### src/rtl/bpq_pkg.sv
// Shared widths, types and register codes for the box/point query block.
// No dependencies.
`default_nettype none

package bpq_pkg;

    localparam int COORD_FRAC_BITS = 16;
    localparam int COORD_W         = COORD_FRAC_BITS + 1;
    localparam int NUM_AXES        = 3;
    localparam int SQ_W            = 2 * COORD_W;
    localparam int SUM_W           = SQ_W + 2;
    // root pipeline: two result bits per stage
    localparam int ISQ_STAGES      = (COORD_W + 2) / 2;
    localparam int RT_W            = 2 * ISQ_STAGES;
    localparam int FRONT_STAGES    = 3;
    localparam int LATENCY         = FRONT_STAGES + ISQ_STAGES;

    localparam int DATA_W          = 32;
    localparam int REG_IDX_W       = 3;
    localparam int ADDR_W          = REG_IDX_W + 2;

    typedef logic [COORD_W-1:0] coord_t;

    typedef struct packed {
        logic closed;
        logic strict;
        logic overlap;
    } flags_t;

    typedef enum logic [REG_IDX_W-1:0] {
        REG_BOX_LO_X = 3'd0,
        REG_BOX_LO_Y = 3'd1,
        REG_BOX_LO_Z = 3'd2,
        REG_BOX_HI_X = 3'd3,
        REG_BOX_HI_Y = 3'd4,
        REG_BOX_HI_Z = 3'd5
    } reg_idx_t;

endpackage

`default_nettype wire

### src/rtl/box_point_query_3d.sv
// Items pass the front registers of stages 1, 2 and 3, then the ISQ_STAGES root stages.
// Throughput: one item per cycle while the output is not stalled; every stage register
// loads when it is empty or its item moves on, so bubbles collapse and a stall
// loses nothing. The root pipeline (two result bits per stage) sets the depth.
// Reset: rst_n asynchronous active low; clears valid bits and the box to zero.
// Depends on bpq_pkg and bpq_isqrt.
`default_nettype none

module box_point_query_3d
    import bpq_pkg::*;
(
    input  wire logic              clk,
    input  wire logic              rst_n,
    // configuration port
    input  wire logic              psel,
    input  wire logic              penable,
    input  wire logic              pwrite,
    input  wire logic [ADDR_W-1:0] paddr,
    input  wire logic [DATA_W-1:0] pwdata,
    output logic [DATA_W-1:0]      prdata,
    output logic                   pready,
    // query items
    input  wire logic              in_valid,
    output logic                   in_ready,
    input  wire coord_t            point_x,
    input  wire coord_t            point_y,
    input  wire coord_t            point_z,
    input  wire coord_t            other_lo_x,
    input  wire coord_t            other_lo_y,
    input  wire coord_t            other_lo_z,
    input  wire coord_t            other_hi_x,
    input  wire coord_t            other_hi_y,
    input  wire coord_t            other_hi_z,
    // result items
    output logic                   out_valid,
    input  wire logic              out_ready,
    output logic                   inside_closed,
    output logic                   inside_strict,
    output logic                   boxes_overlap,
    output coord_t                 distance
);

    // ------------------------------------------------------------------
    // Configuration registers: box bounds, index = paddr word offset.
    // Writes beyond the six registers are dropped; reads return zero.
    // ------------------------------------------------------------------
    coord_t   box_lo_reg [NUM_AXES];
    coord_t   box_hi_reg [NUM_AXES];
    reg_idx_t cfg_idx;
    logic     cfg_wr;

    assign cfg_idx = reg_idx_t'(paddr[ADDR_W-1:2]);
    assign cfg_wr  = psel && penable && pwrite && pready;
    assign pready  = 1'b1;

    always_ff @(posedge clk or negedge rst_n)
    begin
        if (!rst_n)
        begin
            for (int a = 0; a < NUM_AXES; a++)
            begin
                box_lo_reg[a] <= '0;
                box_hi_reg[a] <= '0;
            end
        end
        else if (cfg_wr)
        begin
            case (cfg_idx)
                REG_BOX_LO_X: box_lo_reg[0] <= pwdata[COORD_W-1:0];
                REG_BOX_LO_Y: box_lo_reg[1] <= pwdata[COORD_W-1:0];
                REG_BOX_LO_Z: box_lo_reg[2] <= pwdata[COORD_W-1:0];
                REG_BOX_HI_X: box_hi_reg[0] <= pwdata[COORD_W-1:0];
                REG_BOX_HI_Y: box_hi_reg[1] <= pwdata[COORD_W-1:0];
                REG_BOX_HI_Z: box_hi_reg[2] <= pwdata[COORD_W-1:0];
                default: ;
            endcase
        end
    end

    always_comb
    begin
        case (cfg_idx)
            REG_BOX_LO_X: prdata = DATA_W'(box_lo_reg[0]);
            REG_BOX_LO_Y: prdata = DATA_W'(box_lo_reg[1]);
            REG_BOX_LO_Z: prdata = DATA_W'(box_lo_reg[2]);
            REG_BOX_HI_X: prdata = DATA_W'(box_hi_reg[0]);
            REG_BOX_HI_Y: prdata = DATA_W'(box_hi_reg[1]);
            REG_BOX_HI_Z: prdata = DATA_W'(box_hi_reg[2]);
            default:      prdata = '0;
        endcase
    end

    // ------------------------------------------------------------------
    // Stage 1: per-axis compares and outside gaps.
    // Gap is lo - p below the box, p - hi above it, zero between. An
    // inverted box takes the same tests, so nothing is ever inside it.
    // ------------------------------------------------------------------
    coord_t pt   [NUM_AXES];
    coord_t olo  [NUM_AXES];
    coord_t ohi  [NUM_AXES];
    coord_t gap1_next [NUM_AXES];
    coord_t gap1_reg  [NUM_AXES];
    flags_t flg1_next;
    flags_t flg1_reg;
    logic   v1_reg;

    assign pt[0]  = point_x;
    assign pt[1]  = point_y;
    assign pt[2]  = point_z;
    assign olo[0] = other_lo_x;
    assign olo[1] = other_lo_y;
    assign olo[2] = other_lo_z;
    assign ohi[0] = other_hi_x;
    assign ohi[1] = other_hi_y;
    assign ohi[2] = other_hi_z;

    always_comb
    begin
        flg1_next = '{closed: 1'b1, strict: 1'b1, overlap: 1'b1};
        for (int a = 0; a < NUM_AXES; a++)
        begin
            if (pt[a] < box_lo_reg[a])
                gap1_next[a] = box_lo_reg[a] - pt[a];
            else if (pt[a] > box_hi_reg[a])
                gap1_next[a] = pt[a] - box_hi_reg[a];
            else
                gap1_next[a] = '0;
            if (!(box_lo_reg[a] <= pt[a] && pt[a] <= box_hi_reg[a]))
                flg1_next.closed = 1'b0;
            if (!(box_lo_reg[a] < pt[a] && pt[a] < box_hi_reg[a]))
                flg1_next.strict = 1'b0;
            if (box_hi_reg[a] < olo[a] || ohi[a] < box_lo_reg[a])
                flg1_next.overlap = 1'b0;
        end
    end

    // ------------------------------------------------------------------
    // Stage 2: squared gaps, one multiplier per axis.
    // Stage 3: sum of squares; fits SUM_W bits, so no saturation needed.
    // ------------------------------------------------------------------
    logic [SQ_W-1:0]  sq2_next [NUM_AXES];
    logic [SQ_W-1:0]  sq2_reg  [NUM_AXES];
    flags_t           flg2_reg;
    logic             v2_reg;
    logic [SUM_W-1:0] sum3_next;
    logic [SUM_W-1:0] sum3_reg;
    flags_t           flg3_reg;
    logic             v3_reg;

    always_comb
    begin
        for (int a = 0; a < NUM_AXES; a++)
        begin
            sq2_next[a] = SQ_W'(gap1_reg[a]) * SQ_W'(gap1_reg[a]);
        end
    end

    assign sum3_next = SUM_W'(sq2_reg[0]) + SUM_W'(sq2_reg[1]) + SUM_W'(sq2_reg[2]);

    // ------------------------------------------------------------------
    // Front pipeline flow control: a stage loads when empty or draining.
    // ------------------------------------------------------------------
    logic ld1;
    logic ld2;
    logic ld3;
    logic sq_in_ready;

    assign ld3      = !v3_reg || sq_in_ready;
    assign ld2      = !v2_reg || ld3;
    assign ld1      = !v1_reg || ld2;
    assign in_ready = ld1;

    always_ff @(posedge clk or negedge rst_n)
    begin
        if (!rst_n)
        begin
            v1_reg <= 1'b0;
            v2_reg <= 1'b0;
            v3_reg <= 1'b0;
        end
        else
        begin
            if (ld1) v1_reg <= in_valid;
            if (ld2) v2_reg <= v1_reg;
            if (ld3) v3_reg <= v2_reg;
        end
    end

    always_ff @(posedge clk)
    begin
        if (ld1)
        begin
            gap1_reg <= gap1_next;
            flg1_reg <= flg1_next;
        end
        if (ld2)
        begin
            sq2_reg  <= sq2_next;
            flg2_reg <= flg1_reg;
        end
        if (ld3)
        begin
            sum3_reg <= sum3_next;
            flg3_reg <= flg2_reg;
        end
    end

    // ------------------------------------------------------------------
    // Root pipeline, flags ride along as the tag.
    // ------------------------------------------------------------------
    logic [RT_W-1:0] sq_root;
    flags_t          sq_flags;
    logic            root_sat;

    bpq_isqrt u_isqrt (
        .clk       (clk),
        .rst_n     (rst_n),
        .in_valid  (v3_reg),
        .in_ready  (sq_in_ready),
        .in_value  (sum3_reg),
        .in_tag    (flg3_reg),
        .out_valid (out_valid),
        .out_ready (out_ready),
        .out_root  (sq_root),
        .out_tag   (sq_flags)
    );

    // root above the field maximum saturates
    assign root_sat      = |sq_root[RT_W-1:COORD_W];
    assign distance      = root_sat ? {COORD_W{1'b1}} : sq_root[COORD_W-1:0];
    assign inside_closed = sq_flags.closed;
    assign inside_strict = sq_flags.strict;
    assign boxes_overlap = sq_flags.overlap;

endmodule

`default_nettype wire

### src/rtl/bpq_isqrt.sv
// Pipelined floor square root, two result bits per stage, with a side tag.
// Depends on bpq_pkg.
`default_nettype none

module bpq_isqrt
    import bpq_pkg::*;
(
    input  wire logic             clk,
    input  wire logic             rst_n,
    input  wire logic             in_valid,
    output logic                  in_ready,
    input  wire logic [SUM_W-1:0] in_value,
    input  wire flags_t           in_tag,
    output logic                  out_valid,
    input  wire logic             out_ready,
    output logic [RT_W-1:0]       out_root,
    output flags_t                out_tag
);

    localparam int NS    = ISQ_STAGES;
    localparam int PAD_W = 2 * RT_W;
    localparam int REM_W = RT_W + 2;

    typedef struct packed {
        logic [PAD_W-1:0] val;
        logic [REM_W-1:0] rem;
        logic [RT_W-1:0]  root;
        flags_t           tag;
    } isq_t;

    // one restoring iteration: consume the top two bits of val
    function automatic isq_t isq_step(input isq_t s);
        isq_t             r;
        logic [REM_W-1:0] rs;
        logic [REM_W-1:0] trial;
        r     = s;
        rs    = {s.rem[REM_W-3:0], s.val[PAD_W-1 -: 2]};
        trial = {s.root, 2'b01};
        if (rs >= trial)
        begin
            r.rem  = rs - trial;
            r.root = {s.root[RT_W-2:0], 1'b1};
        end
        else
        begin
            r.rem  = rs;
            r.root = {s.root[RT_W-2:0], 1'b0};
        end
        r.val = s.val << 2;
        return r;
    endfunction

    isq_t          st_reg  [NS];
    isq_t          st_next [NS];
    logic [NS-1:0] vld_reg;
    logic [NS-1:0] vld_next;
    logic [NS-1:0] ld;
    isq_t          src;

    always_comb
    begin
        ld[NS-1] = !vld_reg[NS-1] || out_ready;
        for (int i = NS - 2; i >= 0; i--)
        begin
            ld[i] = !vld_reg[i] || ld[i+1];
        end
    end

    always_comb
    begin
        src = '0;
        for (int i = 0; i < NS; i++)
        begin
            if (i == 0)
            begin
                src.val  = PAD_W'(in_value);
                src.rem  = '0;
                src.root = '0;
                src.tag  = in_tag;
                vld_next[i] = ld[i] ? in_valid : vld_reg[i];
            end
            else
            begin
                src = st_reg[i-1];
                vld_next[i] = ld[i] ? vld_reg[i-1] : vld_reg[i];
            end
            st_next[i] = isq_step(isq_step(src));
        end
    end

    always_ff @(posedge clk or negedge rst_n)
    begin
        if (!rst_n)
        begin
            vld_reg <= '0;
        end
        else
        begin
            vld_reg <= vld_next;
        end
    end

    always_ff @(posedge clk)
    begin
        for (int i = 0; i < NS; i++)
        begin
            if (ld[i])
            begin
                st_reg[i] <= st_next[i];
            end
        end
    end

    assign in_ready  = ld[0];
    assign out_valid = vld_reg[NS-1];
    assign out_root  = st_reg[NS-1].root;
    assign out_tag   = st_reg[NS-1].tag;

endmodule

`default_nettype wire

### config.mk
export PLATFORM = sky130hd
export DESIGN_NAME = box_point_query_3d
export DESIGN_NICKNAME = d
export VERILOG_FILES = /design/src/rtl/bpq_pkg.sv /design/src/rtl/box_point_query_3d.sv /design/src/rtl/bpq_isqrt.sv
export SDC_FILE = /design/constraint.sdc
export NUM_CORES = 2
export LEC_CHECK = 0
export ABC_CLOCK_PERIOD_IN_PS = 19300
export BUFFER_PORTS_ARGS = -buffer_cell sky130_fd_sc_hd__buf_2
export CAP_MARGIN = 10
export CORE_ASPECT_RATIO = 1.2
export CORE_MARGIN = 1
export CORE_UTILIZATION = 55
export CTS_CLUSTER_DIAMETER = 60
export CTS_CLUSTER_SIZE = 24
export DETAILED_ROUTE_END_ITERATION = 6
export GPL_ROUTABILITY_DRIVEN = 0
export HOLD_SLACK_MARGIN = 0.08
export PLACE_DENSITY = 0.72
export SLEW_MARGIN = 0
export SYNTH_ARGS = -nofsm -noshare
export SYNTH_HDL_FRONTEND = slang
export SYNTH_SLANG_ARGS = --single-unit
export TNS_END_PERCENT = 30
### constraint.sdc
create_clock -name clk -period 19.3 [get_ports clk]
set_clock_uncertainty 0.1 [all_clocks]
set_input_delay 1.93 -clock clk [delete_from_list [all_inputs] [get_ports clk]]
set_output_delay 1.93 -clock clk [all_outputs]
set_load 0.005 [all_outputs]
==> out/metrics.csv <==
metric,value,unit
Slew HR,18.7,%
final setup fails,0,
"commonest non-fill, non-tap cells in the layout","inv_1 (1,256), ha_1 (743), fa_1 (610), edfxtp_1 (592), nand2_1 (583)",
grt ovf,0,
vias in the first global route,51000,
Worst-path clk slew,80,ps
Slew Limit Fails,0,
Final Cell Area,73100,sq um
Post-synth EDFFs,592,
num rows,141,
initial antenna violation count,11,
endpoints failing hold,0,
crit path max fanout,56,
clock buffer count from CTS,58,
latest clock arrival within the worst-skew pair,690,ps
fin crit period,7770,ps
initial DRC count,3052,
vias,49500,
overall routed net length,165000,um
GRT Total Usage,26.6,%
Avg WL per Cell,18.8,um
Setup crit end kind,primary output,
die width,323,um
grt peak-use layer,met2,
Final HPWL DP,134000,um
CP Class,input port to primary output,
synthesis warning total,0,
global-route wire length before repair,262000,um
hold_sp,sum3_reg[13],
met3 usage,3.36,%
PortBufs,218,
CTS Hold Buffers Added,0,
#FFs+latches synth,706,
number of library cell types mapped by synthesis,95,
TritonRoute pass-1 iters,7,
root buf cell,clkbuf_16,
postcts setup bufs,0,
register area share after synthesis,30.3,%
CP startpoint,out_ready,
post-cts sizing count,0,
RSZ-0062 raised after global routing,no,
commonest register cell after synthesis,edfxtp_1,
CP startpoint kind,input port,
kind of cell adding the most delay to the critical path,simple AND/OR/NAND/NOR gates,
Synth-to-Final Area Change,7.44,%
reg-to-reg critical path startpoint,gap1_reg[37],
setup TNS,0,ps
Worst EP required,17270,ps
Mean Syn Cell Area,9.88,sq um
crit path max-delay cell type,nand3_2,
worst-margin pin slew,1220,ps
Sink Count,706,
worst path cell trace,buf_2 > nor2b_1 > and2_1 > and3_1 > nand4_1 > buf_4 > nor2_1 > nand3_2 > inv_1 > nand3_4 > buf_4 > buf_2,
full die area,125000,sq um
f_max,129,MHz
Worst Hold Class,flip-flop to flip-flop,
initial cell density of the core,55.3,%
Final #Nets,8615,
CTS tree,yes,
CTS max path bufs,3,
vias per inst,5.64,
outcome,"finished, final reports clean",
Critical Path AT,5740,ps
period utilization,40.3,%
asr flop ratio synth,16.1,%
largest net degree at the start of global routing,82,
post-detailed-route count of antenna-violating nets,0,
CP bufs+invs,5,
M1 GR Usage,30.2,%
CP max stage delay,830,ps
io pins,252,
max reg flops,397,
H-Tree Level Count,2,
Placed Area,70900,sq um
synthesized area,68000,sq um
core region area,123000,sq um
layout cells sized above 1,6.79,%
Post-Synthesis Cells,6890,
"most common cell after layout, fill and taps aside",inv_1,
number of max-cap violations,0,
DRC,0,
die height,387,um
met2 Resource Use GR,47.5,%
## cells in the mapped netlist (23+ instances only)
cell | count | area share (%)
fa_1 | 610 | 18
or2_2 | 43 | 0.40
ha_1 | 743 | 14
nor3_1 | 86 | 0.63
nand2b_1 | 77 | 0.71
o21a_1 | 54 | 0.60
a221oi_1 | 23 | 0.30
o211ai_1 | 25 | 0.28
a21o_1 | 155 | 1.7
a21oi_1 | 376 | 2.8
nor2b_1 | 75 | 0.69
edfxtp_1 | 592 | 26
inv_1 | 1258 | 6.9
o21ai_0 | 327 | 2.4
or3_1 | 30 | 0.28
nand4_1 | 62 | 0.57
and2_1 | 181 | 1.7
mux2_2 | 39 | 0.65
a21boi_0 | 24 | 0.26
nor4_1 | 29 | 0.27
xor2_1 | 146 | 1.9
o21bai_1 | 44 | 0.49
nand2_1 | 587 | 3.2
nand3_1 | 77 | 0.57
and3_1 | 23 | 0.21
xnor2_1 | 278 | 3.6
dfrtp_1 | 114 | 4.2
nor2_1 | 283 | 1.6
a31oi_1 | 27 | 0.25
a211oi_1 | 29 | 0.32
o22ai_1 | 43 | 0.40
o31ai_1 | 23 | 0.25
clkbuf_1 | 134 | 0.74
## metrics by stage
step	cells	hold slack (ps)	setup slack [ps]	utilization [%]
after floorplan	6909	300	10020	-
final	8766	302	11530	59.5
after global routing	8762	302	11140	59.4
after detailed placement	8648	305	11440	57.7
after CTS	8757	298	11430	59.4
after global placement	8648	301	11530	57.7
## layer usage
metal	share of wire, %	wire length, um	up-vias
li1	-	-	23500
met1	38	61800	23900
met2	51	83400	1541
met3	5.0	8190	524
met4	6.8	11300	12
met5	0.050	83	-
## cells by family after synthesis
logic type	count (synthesis)	synth area share [%]
and+or+nand+nor	1640	11.9
DFF	706	30.3
other	2	0.0110
muxes	51	0.822
buffers and inverters	1418	7.93
AOI/OAI and AO/OA	1295	11.9
xor gates and xnor gates	424	5.46
adders and majority gates	1354	31.6
## cell type report
cell class	count	area, sq um
fillers	10300	49900
multi-input cells	4785	42200
flip-flops and latches	706	20600
inverters	1263	4740
well taps	1644	2060
clock buffers	60	1460
repair buffers	251	1340
clock inverters	49	692
diodes	8	20.0
## worst register-to-register path, stage by stage (launching register included)
cell and delay (ps):
edfxtp_1 840, inv_1 280, nor2_1 290, fa_1 460
inv_1 90, fa_1 410, fa_1 520, inv_1 60
fa_1 490, fa_1 490, inv_1 50, fa_1 470
inv_1 40, ha_1 340, and3_1 230, nand3_1 80
o21ai_0 130, nor2_1 160, a211oi_1 110, o21ai_0 410
nand3_1 140, a21boi_0 460, o21ai_0 200, a21oi_1 200
xnor2_1 230
## path summary, 6_finish.rpt
path | to | slack [ps] | cells after the start
worst max-delay path | in_ready | 11530 | 12
worst max register to register | sq2_reg[101] | 11810 | 24
worst min register to register | u_isqrt.st_reg[0][54] | 300 | 0
max in group asynchronous | box_lo_reg[0] | 16520 | 2
min in group asynchronous | box_hi_reg[9] | 1240 | 1
worst min-delay path | u_isqrt.st_reg[0][54] | 300 | 0
Power is left out: the tool's default activity adds up to more than one toggle a clock period on the data nets, which glitch-free logic cannot reach.
